## src/sv/buddy_block_allocator_macros.svh

```systemverilog
// ----------------------------------------------------------------------------
// Buddy block allocator assertion macros
// Implication and next-cycle checks, compiled out with NO_ASSERTIONS.
// ----------------------------------------------------------------------------
`ifndef BUDDY_BLOCK_ALLOCATOR_MACROS_SVH
`define BUDDY_BLOCK_ALLOCATOR_MACROS_SVH

`ifndef NO_ASSERTIONS
`define BBA_ASSERT_IMPL(label, clk, rst_n, ante, cons) \
    label: assert property (@(posedge clk) disable iff (!rst_n) (ante) |-> (cons)) \
        else $error("bba: same-cycle check failed");
`define BBA_ASSERT_NEXT(label, clk, rst_n, ante, cons) \
    label: assert property (@(posedge clk) disable iff (!rst_n) (ante) |=> (cons)) \
        else $error("bba: next-cycle check failed");
`else
`define BBA_ASSERT_IMPL(label, clk, rst_n, ante, cons)
`define BBA_ASSERT_NEXT(label, clk, rst_n, ante, cons)
`endif

`endif

```

## src/sv/bba_pkg.sv

```systemverilog
// ----------------------------------------------------------------------------
// Buddy block allocator package
// Field widths, request and status codes, datapath operations and helpers.
// ----------------------------------------------------------------------------
package bba_pkg;

    localparam int REQ_W  = 11;
    localparam int OFF_W  = 10;
    localparam int SIZE_W = 11;
    localparam int LVL_W  = 5;

    localparam logic FUNC_ALLOC = 1'b0;
    localparam logic FUNC_FREE  = 1'b1;

    localparam logic STATUS_OK  = 1'b0;
    localparam logic STATUS_OOM = 1'b1;

    typedef logic [LVL_W-1:0] t_lvl;
    typedef logic [2:0]       t_op;

    localparam t_op OP_NONE  = 3'd0;
    localparam t_op OP_LOAD  = 3'd1;
    localparam t_op OP_PICK  = 3'd2;
    localparam t_op OP_TAKE  = 3'd3;
    localparam t_op OP_SPLIT = 3'd4;
    localparam t_op OP_MERGE = 3'd5;
    localparam t_op OP_PLACE = 3'd6;
    localparam t_op OP_EMIT  = 3'd7;

    typedef struct packed {
        logic too_big;      // rounded request exceeds the pool
        logic found;        // some level at or above the request has a free block
        logic lvl_gt_want;  // current level still above the requested level
        logic split_more;   // one more split after this one
        logic can_merge;    // buddy at the current level is free
    } t_dp_stat;

    // smallest l with 2**l >= v (0 and 1 give 0)
    function automatic t_lvl ceil_log2(input logic [REQ_W-1:0] v);
        t_lvl res;
        res = '0;
        for (int l = REQ_W; l >= 0; l--) begin
            if ((({{REQ_W{1'b0}}, 1'b1}) << l) >= {1'b0, v}) begin
                res = LVL_W'(l);
            end
        end
        return res;
    endfunction

    // position of the highest set bit (0 gives 0)
    function automatic t_lvl floor_log2(input logic [SIZE_W-1:0] v);
        t_lvl res;
        res = '0;
        for (int l = 0; l < SIZE_W; l++) begin
            if (v[l]) begin
                res = LVL_W'(l);
            end
        end
        return res;
    endfunction

endpackage

```

## src/sv/bba_if.sv

```systemverilog
// ----------------------------------------------------------------------------
// Buddy block allocator channels
// Request and response valid/ready channels with their payload.
// ----------------------------------------------------------------------------
interface bba_in_if;
    logic                         valid;
    logic                         ready;
    logic                         func;
    logic [bba_pkg::REQ_W-1:0]    req_size;
    logic [bba_pkg::OFF_W-1:0]    blk_offset;
    logic [bba_pkg::SIZE_W-1:0]   blk_size;

    modport source (output valid, output func, output req_size, output blk_offset,
                    output blk_size, input ready);
    modport sink   (input valid, input func, input req_size, input blk_offset,
                    input blk_size, output ready);
endinterface

interface bba_out_if;
    logic                         valid;
    logic                         ready;
    logic                         status;
    logic [bba_pkg::OFF_W-1:0]    out_offset;
    logic [bba_pkg::SIZE_W-1:0]   out_size;

    modport source (output valid, output status, output out_offset, output out_size,
                    input ready);
    modport sink   (input valid, input status, input out_offset, input out_size,
                    output ready);
endinterface

```

## src/sv/bba_ctrl.sv

```systemverilog
// ----------------------------------------------------------------------------
// Buddy block allocator controller
// Sequences one request through search, split or merge and result hand-off.
// ----------------------------------------------------------------------------
`include "buddy_block_allocator_macros.svh"

module bba_ctrl (
    input  logic                i_clk,
    input  logic                i_rst_n,
    input  logic                i_in_valid,
    output logic                o_in_ready,
    input  logic                i_func,
    output logic                o_out_valid,
    input  logic                i_out_ready,
    input  bba_pkg::t_dp_stat   i_stat,
    output bba_pkg::t_op        o_op
);

    localparam logic [2:0] S_IDLE  = 3'd0;
    localparam logic [2:0] S_PICK  = 3'd1;
    localparam logic [2:0] S_TAKE  = 3'd2;
    localparam logic [2:0] S_SPLIT = 3'd3;
    localparam logic [2:0] S_MERGE = 3'd4;
    localparam logic [2:0] S_EMIT  = 3'd5;

    logic [2:0] r_state, n_state;
    logic       r_out_valid, n_out_valid;
    logic       emit;

    assign o_in_ready  = (r_state == S_IDLE);
    assign o_out_valid = r_out_valid;
    assign emit        = (r_state == S_EMIT) && (!r_out_valid || i_out_ready);

    always_comb begin
        n_state = r_state;
        o_op    = bba_pkg::OP_NONE;
        unique case (r_state)
            S_IDLE: begin
                if (i_in_valid) begin
                    o_op    = bba_pkg::OP_LOAD;
                    n_state = (i_func == bba_pkg::FUNC_FREE) ? S_MERGE : S_PICK;
                end
            end
            S_PICK: begin
                o_op    = bba_pkg::OP_PICK;
                n_state = (i_stat.too_big || !i_stat.found) ? S_EMIT : S_TAKE;
            end
            S_TAKE: begin
                o_op    = bba_pkg::OP_TAKE;
                n_state = i_stat.lvl_gt_want ? S_SPLIT : S_EMIT;
            end
            S_SPLIT: begin
                o_op    = bba_pkg::OP_SPLIT;
                n_state = i_stat.split_more ? S_SPLIT : S_EMIT;
            end
            S_MERGE: begin
                if (i_stat.can_merge) begin
                    o_op = bba_pkg::OP_MERGE;
                end else begin
                    o_op    = bba_pkg::OP_PLACE;
                    n_state = S_EMIT;
                end
            end
            S_EMIT: begin
                if (emit) begin
                    o_op    = bba_pkg::OP_EMIT;
                    n_state = S_IDLE;
                end
            end
            default: begin
                n_state = S_IDLE;
            end
        endcase
    end

    always_comb begin
        n_out_valid = r_out_valid;
        if (emit) begin
            n_out_valid = 1'b1;
        end else if (r_out_valid && i_out_ready) begin
            n_out_valid = 1'b0;
        end
    end

    always_ff @(posedge i_clk) begin
        if (!i_rst_n) begin
            r_state     <= S_IDLE;
            r_out_valid <= 1'b0;
        end else begin
            r_state     <= n_state;
            r_out_valid <= n_out_valid;
        end
    end

    `BBA_ASSERT_NEXT(a_emit_loads_result, i_clk, i_rst_n, emit, r_out_valid && r_state == S_IDLE)
    `BBA_ASSERT_NEXT(a_accept_leaves_idle, i_clk, i_rst_n, i_in_valid && o_in_ready, r_state != S_IDLE)
    `BBA_ASSERT_NEXT(a_out_held, i_clk, i_rst_n, r_out_valid && !i_out_ready, r_out_valid)

endmodule

```

## src/sv/bba_datapath.sv

```systemverilog
// ----------------------------------------------------------------------------
// Buddy block allocator datapath
// Per-level free bitmaps, level and offset registers, result register.
// ----------------------------------------------------------------------------
`include "buddy_block_allocator_macros.svh"

module bba_datapath #(
    parameter int POOL_SIZE = 1024,
    parameter int MIN_BLOCK = 32
) (
    input  logic                         i_clk,
    input  logic                         i_rst_n,
    input  bba_pkg::t_op                 i_op,
    input  logic                         i_func,
    input  logic [bba_pkg::REQ_W-1:0]    i_req_size,
    input  logic [bba_pkg::OFF_W-1:0]    i_blk_offset,
    input  logic [bba_pkg::SIZE_W-1:0]   i_blk_size,
    output bba_pkg::t_dp_stat            o_stat,
    output logic                         o_status,
    output logic [bba_pkg::OFF_W-1:0]    o_out_offset,
    output logic [bba_pkg::SIZE_W-1:0]   o_out_size
);

    localparam int LVL_W   = bba_pkg::LVL_W;
    localparam int TOP_LVL = $clog2(POOL_SIZE + 1) - 1;
    localparam int MIN_RAW = $clog2(MIN_BLOCK);
    localparam int MIN_LVL = (MIN_RAW > TOP_LVL) ? TOP_LVL : MIN_RAW;
    localparam int NLVL    = TOP_LVL - MIN_LVL + 1;
    localparam int IW      = (TOP_LVL > MIN_LVL) ? (TOP_LVL - MIN_LVL) : 1;
    localparam int NW      = 1 << IW;
    localparam int RW      = (NLVL > 1) ? $clog2(NLVL) : 1;
    localparam int OW      = TOP_LVL;

    localparam bba_pkg::t_lvl TOP_L = LVL_W'(TOP_LVL);
    localparam bba_pkg::t_lvl MIN_L = LVL_W'(MIN_LVL);

    // one row per level, lowest level first; row bit i is block i of that level
    logic [NW-1:0]             r_map [NLVL];
    logic                      r_func, n_func;
    logic                      r_fail, n_fail;
    bba_pkg::t_lvl             r_want, n_want;
    bba_pkg::t_lvl             r_lvl, n_lvl;
    logic [OW-1:0]             r_off, n_off;
    logic                      r_res_status;
    logic [bba_pkg::OFF_W-1:0] r_res_off;
    logic [bba_pkg::SIZE_W-1:0] r_res_size;

    logic [RW-1:0]   row_cur;
    logic [NW-1:0]   row_data;
    logic [IW-1:0]   idx_cur;
    logic [IW-1:0]   idx_buddy;
    logic [IW-1:0]   idx_low;
    logic            found;
    bba_pkg::t_lvl   pick_lvl;
    bba_pkg::t_lvl   want_raw;
    bba_pkg::t_lvl   free_raw;
    bba_pkg::t_lvl   free_lvl;
    bba_pkg::t_lvl   lvl_dn;
    logic [OW-1:0]   in_off;

    logic            wr_en;
    logic [RW-1:0]   wr_row;
    logic [IW-1:0]   wr_idx;
    logic            wr_val;

    assign lvl_dn    = r_lvl - LVL_W'(1);
    assign row_cur   = RW'(r_lvl - MIN_L);
    assign row_data  = r_map[row_cur];
    assign idx_cur   = IW'(r_off >> r_lvl);
    assign idx_buddy = idx_cur ^ IW'(1);

    assign o_stat.too_big     = (r_want > TOP_L);
    assign o_stat.found       = found;
    assign o_stat.lvl_gt_want = (r_lvl > r_want);
    assign o_stat.split_more  = (lvl_dn > r_want);
    assign o_stat.can_merge   = (r_lvl < TOP_L) && row_data[idx_buddy];

    // smallest level at or above the request that holds a free block
    always_comb begin
        found    = 1'b0;
        pick_lvl = r_want;
        for (int r = NLVL - 1; r >= 0; r--) begin
            if ((|r_map[r]) && (LVL_W'(r + MIN_LVL) >= r_want)) begin
                found    = 1'b1;
                pick_lvl = LVL_W'(r + MIN_LVL);
            end
        end
    end

    // lowest free block in the current level
    always_comb begin
        idx_low = '0;
        for (int i = NW - 1; i >= 0; i--) begin
            if (row_data[i]) begin
                idx_low = IW'(i);
            end
        end
    end

    always_comb begin
        want_raw = bba_pkg::ceil_log2(i_req_size);
        if (want_raw < MIN_L) begin
            want_raw = MIN_L;
        end
        free_raw = bba_pkg::floor_log2(i_blk_size);
        free_lvl = free_raw;
        if (free_raw < MIN_L) begin
            free_lvl = MIN_L;
        end else if (free_raw > TOP_L) begin
            free_lvl = TOP_L;
        end
        in_off = OW'(i_blk_offset) & ~((OW'(1) << free_lvl) - OW'(1));
    end

    always_comb begin
        n_func = r_func;
        n_fail = r_fail;
        n_want = r_want;
        n_lvl  = r_lvl;
        n_off  = r_off;
        wr_en  = 1'b0;
        wr_row = row_cur;
        wr_idx = idx_cur;
        wr_val = 1'b0;
        unique case (i_op) inside
            bba_pkg::OP_LOAD: begin
                n_func = i_func;
                n_fail = 1'b0;
                n_want = want_raw;
                n_lvl  = free_lvl;
                n_off  = in_off;
            end
            bba_pkg::OP_PICK: begin
                n_fail = (r_want > TOP_L) || !found;
                n_lvl  = pick_lvl;
            end
            bba_pkg::OP_TAKE: begin
                n_off  = OW'(idx_low) << r_lvl;
                wr_en  = 1'b1;
                wr_idx = idx_low;
                wr_val = 1'b0;
            end
            bba_pkg::OP_SPLIT: begin
                // free the upper half one level down, keep the lower half
                n_lvl  = lvl_dn;
                wr_en  = 1'b1;
                wr_row = RW'(lvl_dn - MIN_L);
                wr_idx = IW'(r_off >> lvl_dn) | IW'(1);
                wr_val = 1'b1;
            end
            bba_pkg::OP_MERGE: begin
                n_lvl  = r_lvl + LVL_W'(1);
                n_off  = r_off & ~(OW'(1) << r_lvl);
                wr_en  = 1'b1;
                wr_idx = idx_buddy;
                wr_val = 1'b0;
            end
            bba_pkg::OP_PLACE: begin
                wr_en  = 1'b1;
                wr_val = 1'b1;
            end
            bba_pkg::OP_NONE, bba_pkg::OP_EMIT: begin
            end
            default: begin
            end
        endcase
    end

    always_ff @(posedge i_clk) begin
        if (!i_rst_n) begin
            // only the whole-pool block starts free
            for (int r = 0; r < NLVL; r++) begin
                r_map[r] <= (r == NLVL - 1) ? NW'(1) : '0;
            end
        end else if (wr_en) begin
            r_map[wr_row][wr_idx] <= wr_val;
        end
    end

    always_ff @(posedge i_clk) begin
        r_func <= n_func;
        r_fail <= n_fail;
        r_want <= n_want;
        r_lvl  <= n_lvl;
        r_off  <= n_off;
        if (i_op == bba_pkg::OP_EMIT) begin
            r_res_status <= r_fail ? bba_pkg::STATUS_OOM : bba_pkg::STATUS_OK;
            if ((r_func == bba_pkg::FUNC_FREE) || r_fail) begin
                r_res_off  <= '0;
                r_res_size <= '0;
            end else begin
                r_res_off  <= bba_pkg::OFF_W'(r_off);
                r_res_size <= (r_want < LVL_W'(bba_pkg::SIZE_W))
                            ? (bba_pkg::SIZE_W'(1) << r_want) : '0;
            end
        end
    end

    assign o_status     = r_res_status;
    assign o_out_offset = r_res_off;
    assign o_out_size   = r_res_size;

    `BBA_ASSERT_NEXT(a_split_descends, i_clk, i_rst_n, i_op == bba_pkg::OP_SPLIT, r_lvl == $past(r_lvl) - LVL_W'(1))
    `BBA_ASSERT_IMPL(a_split_above_want, i_clk, i_rst_n, i_op == bba_pkg::OP_SPLIT, r_lvl > r_want)
    `BBA_ASSERT_IMPL(a_merge_below_top, i_clk, i_rst_n, i_op == bba_pkg::OP_MERGE, r_lvl < TOP_L)
    `BBA_ASSERT_IMPL(a_take_has_block, i_clk, i_rst_n, i_op == bba_pkg::OP_TAKE, |row_data)

endmodule

```

## src/sv/buddy_block_allocator.sv

```systemverilog
// Buddy allocator over a POOL_SIZE pool with MIN_BLOCK smallest blocks. One
// request is in work at a time; a new one is accepted once the previous one
// has reached the result register, which may still be waiting on o_out.ready.
// An allocate picks a free block, takes it and makes s splits, s being the
// number of levels from the level where it was found down to the request;
// a failed allocate goes from the pick straight to the result. A free makes
// m buddy merges and then places the block. Both walks step one level per
// cycle through the per-level free bitmaps (six levels in the default pool).
// Freed blocks are not checked against what was allocated.
// ----------------------------------------------------------------------------
// Buddy block allocator top level
// Controller and bitmap datapath behind valid/ready request and response.
// ----------------------------------------------------------------------------
module buddy_block_allocator #(
    parameter int POOL_SIZE = 1024,
    parameter int MIN_BLOCK = 32
) (
    input  logic       i_clk,
    input  logic       i_rst_n,
    bba_in_if.sink     i_in,
    bba_out_if.source  o_out
);

    bba_pkg::t_op      op;
    bba_pkg::t_dp_stat stat;

    bba_ctrl u_ctrl (
        .i_clk       (i_clk),
        .i_rst_n     (i_rst_n),
        .i_in_valid  (i_in.valid),
        .o_in_ready  (i_in.ready),
        .i_func      (i_in.func),
        .o_out_valid (o_out.valid),
        .i_out_ready (o_out.ready),
        .i_stat      (stat),
        .o_op        (op)
    );

    bba_datapath #(
        .POOL_SIZE (POOL_SIZE),
        .MIN_BLOCK (MIN_BLOCK)
    ) u_datapath (
        .i_clk        (i_clk),
        .i_rst_n      (i_rst_n),
        .i_op         (op),
        .i_func       (i_in.func),
        .i_req_size   (i_in.req_size),
        .i_blk_offset (i_in.blk_offset),
        .i_blk_size   (i_in.blk_size),
        .o_stat       (stat),
        .o_status     (o_out.status),
        .o_out_offset (o_out.out_offset),
        .o_out_size   (o_out.out_size)
    );

endmodule
```

## src/flat_wrapper.sv

```systemverilog
// flat-port wrapper written by rule: the top's interface ports become plain ports
module buddy_block_allocator_flat 
#(
    parameter int POOL_SIZE = 1024,
    parameter int MIN_BLOCK = 32
)
  (i_clk, i_rst_n, i_in_valid, i_in_func, i_in_req_size, i_in_blk_offset, i_in_blk_size, i_in_ready, o_out_valid, o_out_status, o_out_out_offset, o_out_out_size, o_out_ready);
  bba_in_if i_in_i ();
  bba_out_if o_out_i ();
  input  logic i_clk;
  input  logic i_rst_n;
  input wire logic [$bits(i_in_i.valid)-1:0] i_in_valid;
  input wire logic [$bits(i_in_i.func)-1:0] i_in_func;
  input wire logic [$bits(i_in_i.req_size)-1:0] i_in_req_size;
  input wire logic [$bits(i_in_i.blk_offset)-1:0] i_in_blk_offset;
  input wire logic [$bits(i_in_i.blk_size)-1:0] i_in_blk_size;
  output wire logic [$bits(i_in_i.ready)-1:0] i_in_ready;
  output wire logic [$bits(o_out_i.valid)-1:0] o_out_valid;
  output wire logic [$bits(o_out_i.status)-1:0] o_out_status;
  output wire logic [$bits(o_out_i.out_offset)-1:0] o_out_out_offset;
  output wire logic [$bits(o_out_i.out_size)-1:0] o_out_out_size;
  input wire logic [$bits(o_out_i.ready)-1:0] o_out_ready;
  assign i_in_i.valid = i_in_valid;
  assign i_in_i.func = i_in_func;
  assign i_in_i.req_size = i_in_req_size;
  assign i_in_i.blk_offset = i_in_blk_offset;
  assign i_in_i.blk_size = i_in_blk_size;
  assign i_in_ready = i_in_i.ready;
  assign o_out_valid = o_out_i.valid;
  assign o_out_status = o_out_i.status;
  assign o_out_out_offset = o_out_i.out_offset;
  assign o_out_out_size = o_out_i.out_size;
  assign o_out_i.ready = o_out_ready;
  buddy_block_allocator #(.POOL_SIZE(POOL_SIZE), .MIN_BLOCK(MIN_BLOCK)) u_core (.i_clk(i_clk), .i_rst_n(i_rst_n), .i_in(i_in_i), .o_out(o_out_i));
endmodule
```

## config.mk

```make
export PLATFORM = sky130hd
export DESIGN_NAME = buddy_block_allocator_flat
export DESIGN_NICKNAME = d
export VERILOG_FILES = /design/src/sv/bba_pkg.sv /design/src/sv/bba_if.sv /design/src/sv/bba_ctrl.sv /design/src/sv/bba_datapath.sv /design/src/sv/buddy_block_allocator.sv /design/src/flat_wrapper.sv
export VERILOG_INCLUDE_DIRS = /design/src /design/src/sv
export SDC_FILE = /design/constraint.sdc
export NUM_CORES = 1
export LEC_CHECK = 0
export ABC_AREA = 1
export BUFFER_PORTS_ARGS = -buffer_cell sky130_fd_sc_hd__buf_2
export CORE_AREA = 2 2 185 187
export CTS_CLUSTER_DIAMETER = 60
export DETAILED_ROUTE_END_ITERATION = 10
export DIE_AREA = 0 0 187 189
export GPL_TIMING_DRIVEN = 1
export MAX_ROUTING_LAYER = met4
export PLACE_DENSITY = 0.75
export SETUP_SLACK_MARGIN = 0.1
export SLEW_MARGIN = 20
export SYNTH_ARGS = -nofsm -noshare
export SYNTH_HDL_FRONTEND = slang
export SYNTH_HIERARCHICAL = 1
export SYNTH_SLANG_ARGS = --single-unit
export TNS_END_PERCENT = 1
```

## constraint.sdc

```tcl
create_clock -name i_clk -period 20.2 [get_ports i_clk]
set_input_delay 4.04 -clock i_clk [delete_from_list [all_inputs] [get_ports i_clk]]
set_output_delay 4.04 -clock i_clk [all_outputs]
set_load 0.1 [all_outputs]
```

==> summary.md, run 1 <==
| Metric | Value |
|---|---|
| CP Launch Type | `flip-flop` |
| Htree depth | `2` |
| Total negative slack | `0 ps` |
| Routed Antenna Nets | `0` |
| Pin count of the biggest net entering global routing | `115` |
| I/O pins | `61` |
| Commonest non-fill, non-tap cell in the layout | `nand2_1` |
| Antenna violations before repair | `0` |
| Number of CTS-inserted buffers | `35` |
| Synth Register Bits | `303` |
| Ant diodes | `0` |
| Vias/cell | `5.86` |
| Clk slew on worst S/H paths | `60 ps` |
| Worst Path Max Fanout | `80` |
| Core area | `33300 µm²` |
| Fin Clk Skew | `14.6 ps` |
| Congestion Overflow GR | `0` |
| Pins Over Slew Limit | `0` |
| Worst setup EP type | `flip-flop` |
| Post-CTS Hold Buffers | `0` |
| Post-synthesis cell count | `2349` |
| Hold Startpoint | `u_core/u_datapath/r_fail$_DFFE_PP_` |
| Clock Path Buffers | `3` |
| Final GP Congestion | `0.954` |
| Die width | `187 µm` |
| Number of global-route vias before repair | `15.5k` |
| Hold path endpoint | `u_core/u_datapath/o_status$_DFFE_PN_` |
| R2r worst-path depth | `26` |
| Outcome | `completed` |
| CTS tree | `built` |
| Synth top area share | `0.484` |
| Slew at the pin closest to its max-slew limit | `1140 ps` |
| Area Growth Syn to Fin | `7.53%` |
| Post-CTS setup buffers | `0` |
| Ys async rst share | `0` |
| Post-Syn Area | `18500 µm²` |
| Critical path arrival | `9880 ps` |
| Overall via count from detail_route | `16.4k` |
| Worst VDD drop | `124 µV` |
| Hold Violations, Final | `0` |
| Reg2reg setup slack | `10530 ps` |
| Most frequent cells in the layout | `nand2_1 (564), nor2_1 (431), edfxtp_1 (299), inv_1 (244), o21ai_0 (154)` |
| Maximum operating frequency | `103 MHz` |
| WL final | `51800 µm` |
| Post-synth top flop | `edfxtp_1` |
| CTS Root Cell | `clkbuf_16` |
| Register area share after synthesis | `0.488` |
| Number of max-cap violations | `0` |
| Die area | `35300 µm²` |
| Clk Latency, worst-skew pair | `520 ps` |
| Die Y | `189 µm` |
| Post-synthesis mux area share | `0` |
| Nets | `2381` |
| Largest area contributor in the netlist | `edfxtp_1` |
| Static Leak | `8.05 nW` |
| Pwr dens | `179 nW/µm²` |
| Min-Delay Path Depth | `0` |
| First-pass GRT wire length | `81500 µm` |
| TritonRoute pass-1 iters | `6` |
| Endpoints failing setup | `0` |
| Final period util | `0.479` |
| Layout cell share with drive strength beyond 1 | `0.0928` |
| Post-DP HPWL | `33700 µm` |
| RSZ-0062 raised after global routing | `false` |
| Initial DRC count | `1744` |
| Synthesized-area fraction occupied by adder cells | `0.0121` |
| Remaining DRCs | `0` |
| Relative slew slack | `0.240` |
| Gr usage total | `0.299` |
| Synth warnings | `6` |
| FF-to-FF Start | `u_core/u_datapath/r_lvl[0]$_DFFE_PP_` |
| WHS | `484 ps` |
| Number of synthesized flops with an enable pin | `299` |
| Post-layout min period | `9670 ps` |
| Number of I/O port buffers | `57` |
| Tightest Hold Check Type | `reg -> reg` |
| CP Launch Point | `u_core/u_datapath/r_lvl[0]$_DFFE_PP_` |
| Mapped Avg Cell Area | `7.90 µm²` |
| Wire length per cell | `18.5 µm` |
| Synth Area in Compound Gates | `0.121` |
| Critical path type | `reg -> reg` |
| Worst r2r dst | `u_core/u_datapath/r_map[6][30]$_DFFE_PP_` |
| Yosys cell types | `61` |
| Largest cells by area after synthesis | `edfxtp_1 (48%), nand2_1 (11%), nor2_1 (8.8%)` |
| Data required, critical path | `20410 ps` |
| Xor and xnor area share after synthesis | `0.00331` |
| Post_cts resized | `0` |
| Synth Area in Simple Gates | `0.274` |
| Largest family of logic cells by synthesized area | `simple AND/OR/NAND/NOR gates` |
| Starting density of the core | `0.557` |
| Row cnt | `67` |
| Clock sinks | `303` |
[registers in the layout, indices dropped and copies added (netlist names)]
name                            flops
u_core/u_ctrl/o_out_valid           1
u_core/u_datapath/r_fail            1
u_core/u_datapath/r_off            10
u_core/u_datapath/r_lvl             5
u_core/u_datapath/o_out_size       11
u_core/u_datapath/r_want            4
u_core/u_datapath/o_status          1
u_core/u_datapath/r_map           256
u_core/u_datapath/r_func            1
u_core/u_ctrl/r_state               3
u_core/u_datapath/o_out_offset     10
[routing by layer]
layer / share of wire / vias to the layer above / GRT usage
li1: - / 7727 / -
met1: 0.40 / 7680 / 0.380
met2: 0.47 / 828 / 0.488
met3: 0.082 / 149 / 0.0332
met4: 0.046 / 0 / 0.132
met5: 0 / - / -
[critical path, cell delays in order (launching register included)]
cell and delay, ps:
edfxtp_1 340, buf_4 640, inv_4 410, ha_2 950, buf_4 650, o21ai_0 190, o32ai_1 150, inv_1 60
o21ai_0 620, a21oi_1 140, o21ai_0 120, nand4_1 140, nand3_1 140, nand4_1 90, a221oi_1 670, nand3_1 220
nand3_1 270, nand2_1 110, nor2_1 770, nor2_1 420, inv_1 270, o21ai_0 190, inv_1 200, nand2_1 130
inv_1 120, nand3_2 860, nor2_1 420
[Yosys cell counts, types with 4 or more instances]
master and instances:
nor2_2 7, xor2_1 6, buf_6 31, o31ai_1 5
nand3_1 66, o211ai_1 7, o21ai_1 49, o21ai_0 154
o32ai_1 12, buf_4 15, a21oi_1 102, a32oi_1 5
inv_2 27, nand3_2 10, a31oi_1 8, edfxtp_1 299
buf_1 4, clkbuf_1 58, inv_1 245, o22ai_1 17
o21a_1 6, buf_2 29, nand4_1 44, nor2_1 436
nand2_2 21, nand2_1 565, nor3_1 17, nor4_1 34
ha_1 18, dfxtp_1 4
[per-stage QoR]
stage | power (mW) | instance area (µm²) | utilization | setup WS, ps | std cells
floorplan | 2.42 | 18600 | - | 13250 | 2350
global placement | 2.83 | 18800 | 0.564 | 10950 | 2737
detailed placement | 2.87 | 18800 | 0.564 | 10830 | 2737
CTS | 3.53 | 19900 | 0.599 | 10790 | 2798
global route | 3.82 | 19900 | 0.599 | 9860 | 2798
finish | 3.57 | 19900 | 0.599 | 10530 | 2798
[layout make-up]
cell class | count | area, µm²
tap | 448 | 561
inverter | 274 | 1030
timing repair buffer | 76 | 434
clock inverter | 16 | 219
sequential | 303 | 9060
fill | 2948 | 13300
clock buffer | 45 | 956
multi-input combinational | 1636 | 7690
[power by group]
group          internal [mW]  switching, mW
registers              0.847         0.0643
logic                  0.518           1.49
clock network          0.399          0.252
total                   1.76           1.81
[worst max-delay path by stage]
stage	endpoint	slack, ps
2_1_floorplan	u_core/u_datapath/r_map[1][12]$_SDFFCE_PN0P_	13250
3_3_place_gp	u_core/u_datapath/r_map[5][21]$_DFFE_PP_	10950
3_5_place_dp	u_core/u_datapath/r_map[7][21]$_DFFE_PP_	10830
4_1_cts	u_core/u_datapath/r_map[5][5]$_DFFE_PP_	10790
5_1_grt	u_core/u_datapath/r_map[7][16]$_DFFE_PP_	9860
6_report	u_core/u_datapath/r_map[6][30]$_DFFE_PP_	10530
[kinds of logic (layout without fill, tap and decap cells)]
family	count (synthesis)	count (layout)
flops	303	303
buf+inv	411	411
other cells	1	2
compound gates	393	393
xor+xnor	7	7
simple gates	1216	1216
fa+ha+maj	18	18
Power figures use the tool's default switching activity.
==> run 2, diff against run 1 <==
--- a/config.mk
+++ b/config.mk
@@ -14,7 +14,7 @@
 export DIE_AREA = 0 0 187 189
 export GPL_TIMING_DRIVEN = 1
 export MAX_ROUTING_LAYER = met4
-export PLACE_DENSITY = 0.75
+export PLACE_DENSITY = 0.78
 export SETUP_SLACK_MARGIN = 0.1
 export SLEW_MARGIN = 20
 export SYNTH_ARGS = -nofsm -noshare
==> constraint.sdc (replaced) <==
create_clock -name i_clk -period 8.8 [get_ports i_clk]
set_input_delay 1.76 -clock i_clk [delete_from_list [all_inputs] [get_ports i_clk]]
set_output_delay 1.76 -clock i_clk [all_outputs]
set_load 0.1 [all_outputs]
==> run 2 against run 1 <==
Utilization rose by 0.18 points. Highest routed layer unchanged. First-iteration DRC count rose by 1.5%. Register-to-register slack got worse by 9600 ps. Cell count rose by 0.50%. Sequential share of layout area fell by 0.14 points.
==> summary.md, run 2 (synthesis results as in run 1) <==
| Metric | Value |
|---|---|
| Number of global-route vias before repair | `15.3k (was 15.5k)` |
| Row cnt | `67 (unchanged)` |
| Slew at the pin closest to its max-slew limit | `1030 ps (was 1140 ps)` |
| Post-CTS setup buffers | `0 (unchanged)` |
| Number of max-cap violations | `0 (unchanged)` |
| Worst Path Max Fanout | `75 (was 80)` |
| Sequential fraction of design power | `0.257 (was 0.255)` |
| I/O pins | `61 (unchanged)` |
| Vias/cell | `5.90 (was 5.86)` |
| Clk Latency, worst-skew pair | `540 ps (was 520 ps)` |
| Switching power | `4.17 mW (was 1.81 mW)` |
| Die width | `187 µm (unchanged)` |
| Die Y | `189 µm (unchanged)` |
| Die area | `35300 µm² (unchanged)` |
| Static Leak | `8.09 nW (was 8.05 nW)` |
| Endpoints failing setup | `0 (unchanged)` |
| Maximum operating frequency | `127 MHz (was 103 MHz)` |
| Area Growth Syn to Fin | `7.86% (was 7.53%)` |
| Final Util | `0.601 (was 0.599)` |
| Data required, critical path | `9030 ps (was 20410 ps)` |
| Worst setup EP type | `flip-flop (unchanged)` |
| Worst VDD drop | `283 µV (was 124 µV)` |
| Most flops, register | `u_core/u_datapath/r_map (unchanged)` |
| Critical path type | `reg -> reg (unchanged)` |
| Fin Clk Skew | `27.9 ps (was 14.6 ps)` |
| Antenna violations before repair | `0 (unchanged)` |
| Final GP Congestion | `0.997 (was 0.954)` |
| WHS | `480 ps (was 484 ps)` |
| Critical path arrival | `8110 ps (was 9880 ps)` |
| Pins Over Slew Limit | `0 (unchanged)` |
| Number of CTS-inserted buffers | `34 (was 35)` |
| Starting density of the core | `0.557 (unchanged)` |
| Core area | `33300 µm² (unchanged)` |
| Total negative slack | `0 ps (unchanged)` |
| GRT Max-Usage Layer | `met2 (unchanged)` |
| Final period util | `0.895 (was 0.479)` |
| Clock sinks | `303 (unchanged)` |
| Overall via count from detail_route | `16.6k (was 16.4k)` |
| Outcome | `completed (unchanged)` |
| Congestion Overflow GR | `0 (unchanged)` |
| Wire length per cell | `18.0 µm (was 18.5 µm)` |
| Post_cts resized | `0 (unchanged)` |
| Post-layout min period | `7880 ps (was 9670 ps)` |
| Reg2reg setup slack | `920 ps (was 10530 ps)` |
| Gr usage total | `0.292 (was 0.299)` |
| Remaining DRCs | `0 (unchanged)` |
| Power share of the combinational group | `0.568 (was 0.563)` |
| Pwr dens | `412 nW/µm² (was 179 nW/µm²)` |
| CP Launch Type | `flip-flop (unchanged)` |
| Tightest Hold Check Type | `reg -> reg (unchanged)` |
| Clk pwr share | `0.175 (was 0.182)` |
| Clock Path Buffers | `3 (unchanged)` |
| WL final | `50700 µm (was 51800 µm)` |
| Nets | `2393 (was 2381)` |
| RSZ-0062 raised after global routing | `false (unchanged)` |
| Number of I/O port buffers | `57 (unchanged)` |
| Grt met2 use | `0.473 (was 0.488)` |
| Most frequent cells in the layout | `nand2_1 (564), nor2_1 (431), edfxtp_1 (299), inv_1 (244), o21ai_0 (154) (unchanged)` |
| Sw frac | `0.506 (about the same)` |
| Hold Violations, Final | `0 (unchanged)` |
| Initial DRC count | `1771 (was 1744)` |
| Post-CTS Hold Buffers | `0 (unchanged)` |
| CTS Root Cell | `clkbuf_16 (unchanged)` |
| Commonest non-fill, non-tap cell in the layout | `nand2_1 (unchanged)` |
| Pin count of the biggest net entering global routing | `109 (was 115)` |
| Max reg flops | `256 (unchanged)` |
| GR Util met3 | `0.0430 (was 0.0332)` |
| Met1 Use GR | `0.367 (was 0.380)` |
| Post-DP HPWL | `34000 µm (was 33700 µm)` |
| Htree depth | `2 (unchanged)` |
| First-pass GRT wire length | `79000 µm (was 81500 µm)` |
| Relative slew slack | `0.311 (was 0.240)` |
| TritonRoute pass-1 iters | `6 (unchanged)` |
| P_int | `4.07 mW (was 1.76 mW)` |
| Layout cell share with drive strength beyond 1 | `0.0973 (was 0.0928)` |
| Clk slew on worst S/H paths | `60 ps (about the same)` |
| Routed Antenna Nets | `0 (unchanged)` |
| CTS tree | `built (unchanged)` |
==> run 2: power by group through the flow <==
stage | Clock (mW) | Sequential [mW] | Combinational, mW
detailed placement | 0 | 2.13 | 4.55
finish | 1.44 | 2.11 | 4.68
global route | 1.51 | 2.14 | 5.14
floorplan | 0 | 2.12 | 3.44
CTS | 1.46 | 2.11 | 4.57
global placement | 0 | 2.13 | 4.44
==> run 2: cell type report <==
| cell class | instances | area [µm²] |
|---|---|---|
| repair buffers | 89 | 557 |
| clock inverters | 19 | 224 |
| clock buffers | 42 | 902 |
| multi-input cells | 1636 | 7670 |
| flip-flops and latches | 303 | 9060 |
| inverters | 274 | 1030 |
| fillers | 2842 | 13300 |
| diodes | 1 | 2.50 |
| well taps | 448 | 561 |
==> run 2: final timing paths <==
kind	from	end	cells past startpoint
worst max register to register	u_core/u_datapath/r_lvl[0]$_DFFE_PP_	u_core/u_datapath/r_map[5][28]$_DFFE_PP_	23
worst min-delay path	u_core/u_datapath/r_fail$_DFFE_PP_	u_core/u_datapath/o_status$_DFFE_PN_	0
worst min register to register	u_core/u_datapath/r_fail$_DFFE_PP_	u_core/u_datapath/o_status$_DFFE_PN_	0
worst max-delay path	u_core/u_datapath/r_lvl[0]$_DFFE_PP_	u_core/u_datapath/r_map[5][28]$_DFFE_PP_	23
==> run 2: metrics by stage <==
| step | std cells | worst slack (ps) | total power [mW] | area (µm²) |
|---|---|---|---|---|
| 2_1_floorplan | 2350 | 2340 | 5.56 | 18600 |
| 3_3_place_gp | 2750 | 1390 | 6.57 | 18900 |
| 3_5_place_dp | 2750 | 1180 | 6.68 | 18900 |
| 4_1_cts | 2811 | 1170 | 8.13 | 20000 |
| 5_1_grt | 2811 | 280 | 8.79 | 20000 |
| 6_report | 2812 | 921 | 8.24 | 20000 |
==> run 2: worst max-delay path, cell delays in order (launching register included) <==
cell and delay [ps]:
edfxtp_1 840, buf_4 740, nand2_1 250, o21ai_1 240, nand3_1 110, nand2_1 720
inv_1 180, o211ai_1 210, nand4_1 110, nand3_1 90, nand4_1 90, a221oi_1 420
buf_4 220, o211ai_1 170, nand2_1 180, nor2_1 160, nor2_1 620, inv_1 280
o21ai_0 400, inv_1 130, nand2_1 160, nand3_1 640, buf_12 430, nor2_1 140
==> run 2: layer usage <==
metal  wire length, µm  part of all wire
met4              2180             0.043
met2             23900              0.47
met3              4940             0.097
met5                 0                 0
met1             19800              0.39
